## src/design/fbls_pkg.sv

```systemverilog
// Package: types, constants and codes for the fiber bundle load sharing core.
package fbls_pkg;

  localparam int NUM_FIBERS = 1024;
  localparam int IDX_W      = $clog2(NUM_FIBERS);
  localparam int CNT_W      = $clog2(NUM_FIBERS + 1);
  localparam int THR_W      = 32;
  localparam int LOAD_W     = 48;
  localparam int STEP_W     = 32;
  localparam int PROD_W     = LOAD_W + CNT_W;

  localparam logic [LOAD_W-1:0] LOAD_MAX    = {LOAD_W{1'b1}};
  localparam logic [STEP_W-1:0] STEP_MAX    = {STEP_W{1'b1}};
  localparam logic [31:0]       LOAD_DEFAULT = 32'd42949673;

  typedef enum logic [1:0] {
    MODE_WRITE = 2'd0,
    MODE_START = 2'd1,
    MODE_PASS  = 2'd2,
    MODE_NONE  = 2'd3
  } mode_t;

  typedef enum logic {
    CFG_INITIAL_LOAD = 1'b0,
    CFG_LOAD_STEP    = 1'b1
  } cfg_idx_t;

  typedef enum logic [2:0] {
    ST_IDLE,
    ST_SWEEP,
    ST_DRAIN,
    ST_DIV,
    ST_UPDATE,
    ST_OUT
  } state_t;

  typedef struct packed {
    logic [1:0]       mode;
    logic [9:0]       fiber_index;
    logic [THR_W-1:0] threshold;
  } in_req_t;

  typedef struct packed {
    logic [31:0]       total_steps;
    logic [31:0]       avalanche_step;
    logic [10:0]       broken_now;
    logic [10:0]       surviving;
    logic [31:0]       event_number;
    logic [LOAD_W-1:0] current_load;
    logic              collapsed;
  } out_req_t;

endpackage

```

## src/design/fbls_div.sv

```systemverilog
// Restoring divider: quotient of a product by a fiber count, one bit per cycle.
module fbls_div
  import fbls_pkg::*;
(
  input  logic              clk,
  input  logic              rst_n,
  input  logic              start,
  input  logic [PROD_W-1:0] dividend,
  input  logic [CNT_W-1:0]  divisor,
  output logic              done,
  output logic [PROD_W-1:0] quotient
);

  localparam int BIT_W = $clog2(PROD_W + 1);

  logic [PROD_W-1:0] quo_r, quo_nxt;
  logic [CNT_W:0]    rem_r, rem_nxt;
  logic [CNT_W-1:0]  dvs_r, dvs_nxt;
  logic [BIT_W-1:0]  cnt_r, cnt_nxt;
  logic              busy_r, busy_nxt;
  logic [CNT_W:0]    trial;

  always_comb begin
    quo_nxt  = quo_r;
    rem_nxt  = rem_r;
    dvs_nxt  = dvs_r;
    cnt_nxt  = cnt_r;
    busy_nxt = busy_r;
    trial    = {rem_r[CNT_W-1:0], quo_r[PROD_W-1]};
    if (start) begin
      quo_nxt  = dividend;
      rem_nxt  = '0;
      dvs_nxt  = divisor;
      cnt_nxt  = BIT_W'(PROD_W);
      busy_nxt = 1'b1;
    end else if (busy_r) begin
      if (trial >= {1'b0, dvs_r}) begin
        rem_nxt = trial - {1'b0, dvs_r};
        quo_nxt = {quo_r[PROD_W-2:0], 1'b1};
      end else begin
        rem_nxt = trial;
        quo_nxt = {quo_r[PROD_W-2:0], 1'b0};
      end
      cnt_nxt = cnt_r - 1'b1;
      if (cnt_r == BIT_W'(1)) begin
        busy_nxt = 1'b0;
      end
    end
  end

  always_ff @(posedge clk) begin
    if (!rst_n) begin
      busy_r <= 1'b0;
      cnt_r  <= '0;
    end else begin
      busy_r <= busy_nxt;
      cnt_r  <= cnt_nxt;
    end
    quo_r <= quo_nxt;
    rem_r <= rem_nxt;
    dvs_r <= dvs_nxt;
  end

  assign done     = busy_r && (cnt_r == BIT_W'(1));
  assign quotient = quo_nxt;

endmodule

```

## config.mk

```make
export PLATFORM = sky130hd
export DESIGN_NAME = fbls_div
export DESIGN_NICKNAME = d
export VERILOG_FILES = /design/src/design/fbls_pkg.sv /design/src/design/fbls_div.sv
export SDC_FILE = /design/constraint.sdc
export NUM_CORES = 1
export LEC_CHECK = 0
export ABC_AREA = 1
export BUFFER_PORTS_ARGS = -buffer_cell sky130_fd_sc_hd__buf_2
export CELL_PAD_IN_SITES_DETAIL_PLACEMENT = 0
export CELL_PAD_IN_SITES_GLOBAL_PLACEMENT = 2
export CORE_ASPECT_RATIO = 0.6
export CORE_MARGIN = 5
export CORE_UTILIZATION = 29
export CTS_BUF_LIST = sky130_fd_sc_hd__clkbuf_8
export DETAILED_ROUTE_END_ITERATION = 7
export PLACE_DENSITY_LB_ADDON = 0.3
export SYNTH_ARGS = -nofsm -noshare
export SYNTH_HDL_FRONTEND = slang
export SYNTH_SLANG_ARGS = --single-unit
export TNS_END_PERCENT = 100
```

## constraint.sdc

```tcl
create_clock -name clk -period 2.68 [get_ports clk]
set_clock_uncertainty 0.1 [all_clocks]
set_input_delay 0.536 -clock clk [delete_from_list [all_inputs] [get_ports clk]]
set_output_delay 0.536 -clock clk [all_outputs]
set_load 0.03 [all_outputs]
```

==> summary by stage <==
Drt
The detailed-route via count is 3767. Using the TritonRoute via totals, the vias-per-cell ratio works out to 4.42. After detailed routing, the average wire length per cell comes to 14.5 um. The first TritonRoute pass finished after 4 iterations. In the routed design, unresolved DRC markers number 0. The total detailed-routing wirelength is 12400 um. The residual antenna-violating net count after detailed routing is 0. The detailed router's first-iteration violation count is 191.

Layout
After filler insertion, the fill cell instance count of the layout stands at ~1500. The finished cells cover around 0.0053 mm2. The antenna cell count is 0. The area added between synthesis and finish is 28.7%. In the final layout, the share of cells above drive strength 1 is 0.286. Across the whole layout, storage elements account for 0.00187 mm2. The number of nets in the final layout is 743.

The footprint of the multi-input gates is 0.00179 mm2. At the end of the flow the core is filled with cells to 0.385.

Synth
In the synthesized netlist, the cells that appear most often are nand2_1 (141), inv_1 (103), dfxtp_1 (77), o221ai_1 (57), nor2_1 (29). Each instance of the synthesized netlist takes up on average between 7 and 8 um2. The summed instance area of the synthesized netlist is 0.00411 mm2. The sequential cell area fraction in the yosys report is 0.455. In this run, synthesis produced a sequential element count of 88. The largest area contributor in the netlist is dfxtp_1.

The share of synthesized area in the top cell type comes to 0.375. After synthesis, the share of flip-flops with an asynchronous set or reset is 0. When the netlist entered floorplanning its net count stood at 608. Synthesis produced a netlist whose cell count is 521.

The synthesized design contains 11 enable-type register cells. The cell with the most instances after synthesis is nand2_1. Sorting the synthesized cells by area gives the leading types as dfxtp_1 (38%), nand2_1 (13%), o221ai_1 (12%), inv_1 (9.4%), edfxtp_1 (8.0%). Among all flip-flop cells after synthesis, the most frequent one is dfxtp_1. The number of warnings printed during yosys synthesis is 0. The number of distinct library cells after synthesis is 37.

Pwr
Of the total power, registers draw 0.461. The leakage power figure is 2.66 nW. The relative contribution of the clock network to total power is 0.285. The internal power is 2.09 mW. VDD sags by at most approximately 0.26 mV.

Of the total power, the share spent switching nets is 0.358. Of the total power, combinational logic draws 0.254. In this run the power density over the cells is 616 mW/mm2. The total power consumption of the routed design is 3.26 mW. The power spent charging and discharging nets is between 1 and 1.5 mW.

Die
During I/O placement, the number of pins put on the boundary was 133. The row count is 33. The die covers ~0.017 mm2.

From bottom edge to top edge, the die measures 102 um. The core region is 0.0137 mm2. For this configuration, the core starts out at a cell density of 0.299. From left edge to right edge, the die measures approximately 160 um.

Run status
The final reports fail on setup timing. The run finished, with violations left.

Job
The tool flagged a number of max-cap violations equal to 0.

Setup path
The category of the critical setup timing path is reg2out. The worst setup path is captured at a primary output. Along the worst path, the maximum fanout reaches 3. In this run the critical register-to-register path is launched from dvs_r[0].

STA classifies the critical path startpoint as a register. The terminus of the critical flop-to-flop path is rem_r[4]. Data arrives at the worst endpoint at 2.15 ns. In this run the register-to-register setup slack is 0.50 ns. STA puts the critical path data required time at ~2.0 ns. For the worst flop-to-flop path, the logic depth is 13.

Clock network
The root cell of the clock tree is clkbuf_8. The later pin in the worst-skew pair is clocked with a latency of between 0.3 and 0.4 ns. After clock tree synthesis, the clock-pin slew on the worst setup and hold paths is roughly 0.10 ns. The worst-case clock buffer depth is 2. TritonCTS built the clock tree. The H-tree was split into 3 levels. The TritonCTS buffer count is 9.

The tree built by TritonCTS fans out to between 80 and 90 sinks.

Timing
The pin slew with the least headroom to its limit is 0.338 ns. The smallest clock period supported by the final layout is computed as 2.79 ns. The worst max-slew margin expressed relative to the limit is 0.775. Based on the critical path, the design can be clocked at up to 359 MHz.

The setup violation total in the final timing report is 1. The number of slew-limit violations in the final report came to 0. Setup slack on the critical path of the routed design comes to -0.107 ns. The count of final hold-check violations is 0. On the final layout, the worst hold slack is approximately 0.24 ns.

In the finished design, the share of the clock period the worst path needs comes to 1.04. Setup repair after global routing could not meet its margin everywhere.

Placement
The congestion estimate from routability-driven global placement came to 0.826. After detailed placement, the total cell area comes to 0.00504 mm2. The post-placement worst setup slack is 0.0803 ns.

Once detailed placement completed, the half-perimeter wirelength came to 9440 um. Port buffering added 132 buffers.

Worst hold path
The tightest min-delay check is of the in2reg type. Along the worst hold path, the cell count comes to 1. The worst hold path begins at divisor[9]. The path with the worst hold slack has its endpoint at dvs_r[9].

GRT
The total overflow left after global routing is 0. The first global-routing pass estimated 19100 um of wire. The global-route total usage across every layer is 0.146. The largest net degree at the start of global routing is between 50 and 60. The number of global-route vias before repair is 3637. The number of antenna violations at the first check in global routing is 1.
-- how the worst max path moves through the flow --
stage / from / endpoint / slack (ns) / cells past startpoint
3_3_place_gp: quo_r[58] / quotient[0] / 0.12 / 13
3_5_place_dp: quo_r[58] / quotient[0] / 0.08 / 13
5_1_grt: dvs_r[0] / quotient[0] / -0.20 / 12
4_1_cts: dvs_r[0] / quotient[0] / -0.16 / 12
6_report: dvs_r[0] / quotient[0] / -0.11 / 12
2_1_floorplan: quo_r[58] / quotient[0] / 0.12 / 13
-- state kept, by name, summed over array words and instances (netlist names) --
signal,count
rem_r,11
dvs_r,11
busy_r,1
cnt_r,6
quo_r,59
-- through the flow --
stage / std cells / TNS (ns)
finish: 853 / -0.107
global route: 853 / -0.198
CTS: 852 / -0.156
detailed placement: 836 / 0
global placement: 836 / 0
floorplan: 521 / 0
-- per-layer routing --
metal	GRT usage	routed length, um	share of wire
met1	0.224	6630	0.54
met2	0.203	4940	0.40
met3	0.0399	690	0.056
met4	0.0309	91	0.0074
met5	0	11	0.00089
-- kinds of logic (layout without fill, tap and decap cells) --
logic type / Yosys count / after routing / synth area share
xor gates and xnor gates: 3 / 3 / 0.00639
buffers and inverters: 128 / 268 / 0.121
AOI/OAI and AO/OA: 90 / 90 / 0.172
DFF: 88 / 88 / 0.455
adders and majority gates: 14 / 14 / 0.0444
and+or+nand+nor: 198 / 198 / 0.200
-- worst max-delay path, cell delays in order, from the launching register on --
cell	delay (ns)
edfxtp_1	0.43
ha_4	0.19
fa_2	0.35
inv_2	0.07
nand2_2	0.06
nand2_4	0.08
nand2_4	0.06
inv_2	0.05
nand2_2	0.06
nand4_4	0.08
nor2_4	0.05
o21ai_2	0.16
buf_6	0.15
-- power groups by stage --
stage	clock (mW)	sequential, mW	combinational [mW]
detailed placement	0	1.53	0.816
floorplan	0	1.53	0.544
CTS	0.974	1.50	0.824
global placement	0	1.53	0.816
finish	0.928	1.50	0.828
global route	1.03	1.52	0.905
-- area by class of cell --
cell class | count | area share
flip-flops and latches | 88 | 0.354
well taps | 192 | 0.0454
repair buffers | 146 | 0.151
clock buffers | 9 | 0.0234
clock inverters | 7 | 0.0132
inverters | 106 | 0.0752
multi-input cells | 305 | 0.338
-- cell usage in the layout (no fill, tap or decap), types with 8 or more instances in the layout --
cell	netlist	final
buf_2	6	131
buf_4	1	12
clkbuf_8	0	9
dfxtp_1	77	76
edfxtp_1	11	11
ha_1	13	12
inv_1	103	101
nand2_1	141	138
nand3_1	15	14
nor2_1	29	27
o21ai_0	9	8
o221ai_1	57	57
-- repair_timing --
| action | CTS | global route |
|---|---|---|
| resized for setup | 6 | 9 |
| hold buffers | 0 | 0 |
| endpoints found under the setup margin | 1 | 1 |
| endpoints found under the hold margin | 0 | 0 |
| setup buffers | 0 | 1 |
| pin swaps | 0 | 2 |
No activity file was read; power rests on OpenSTA's default activity.
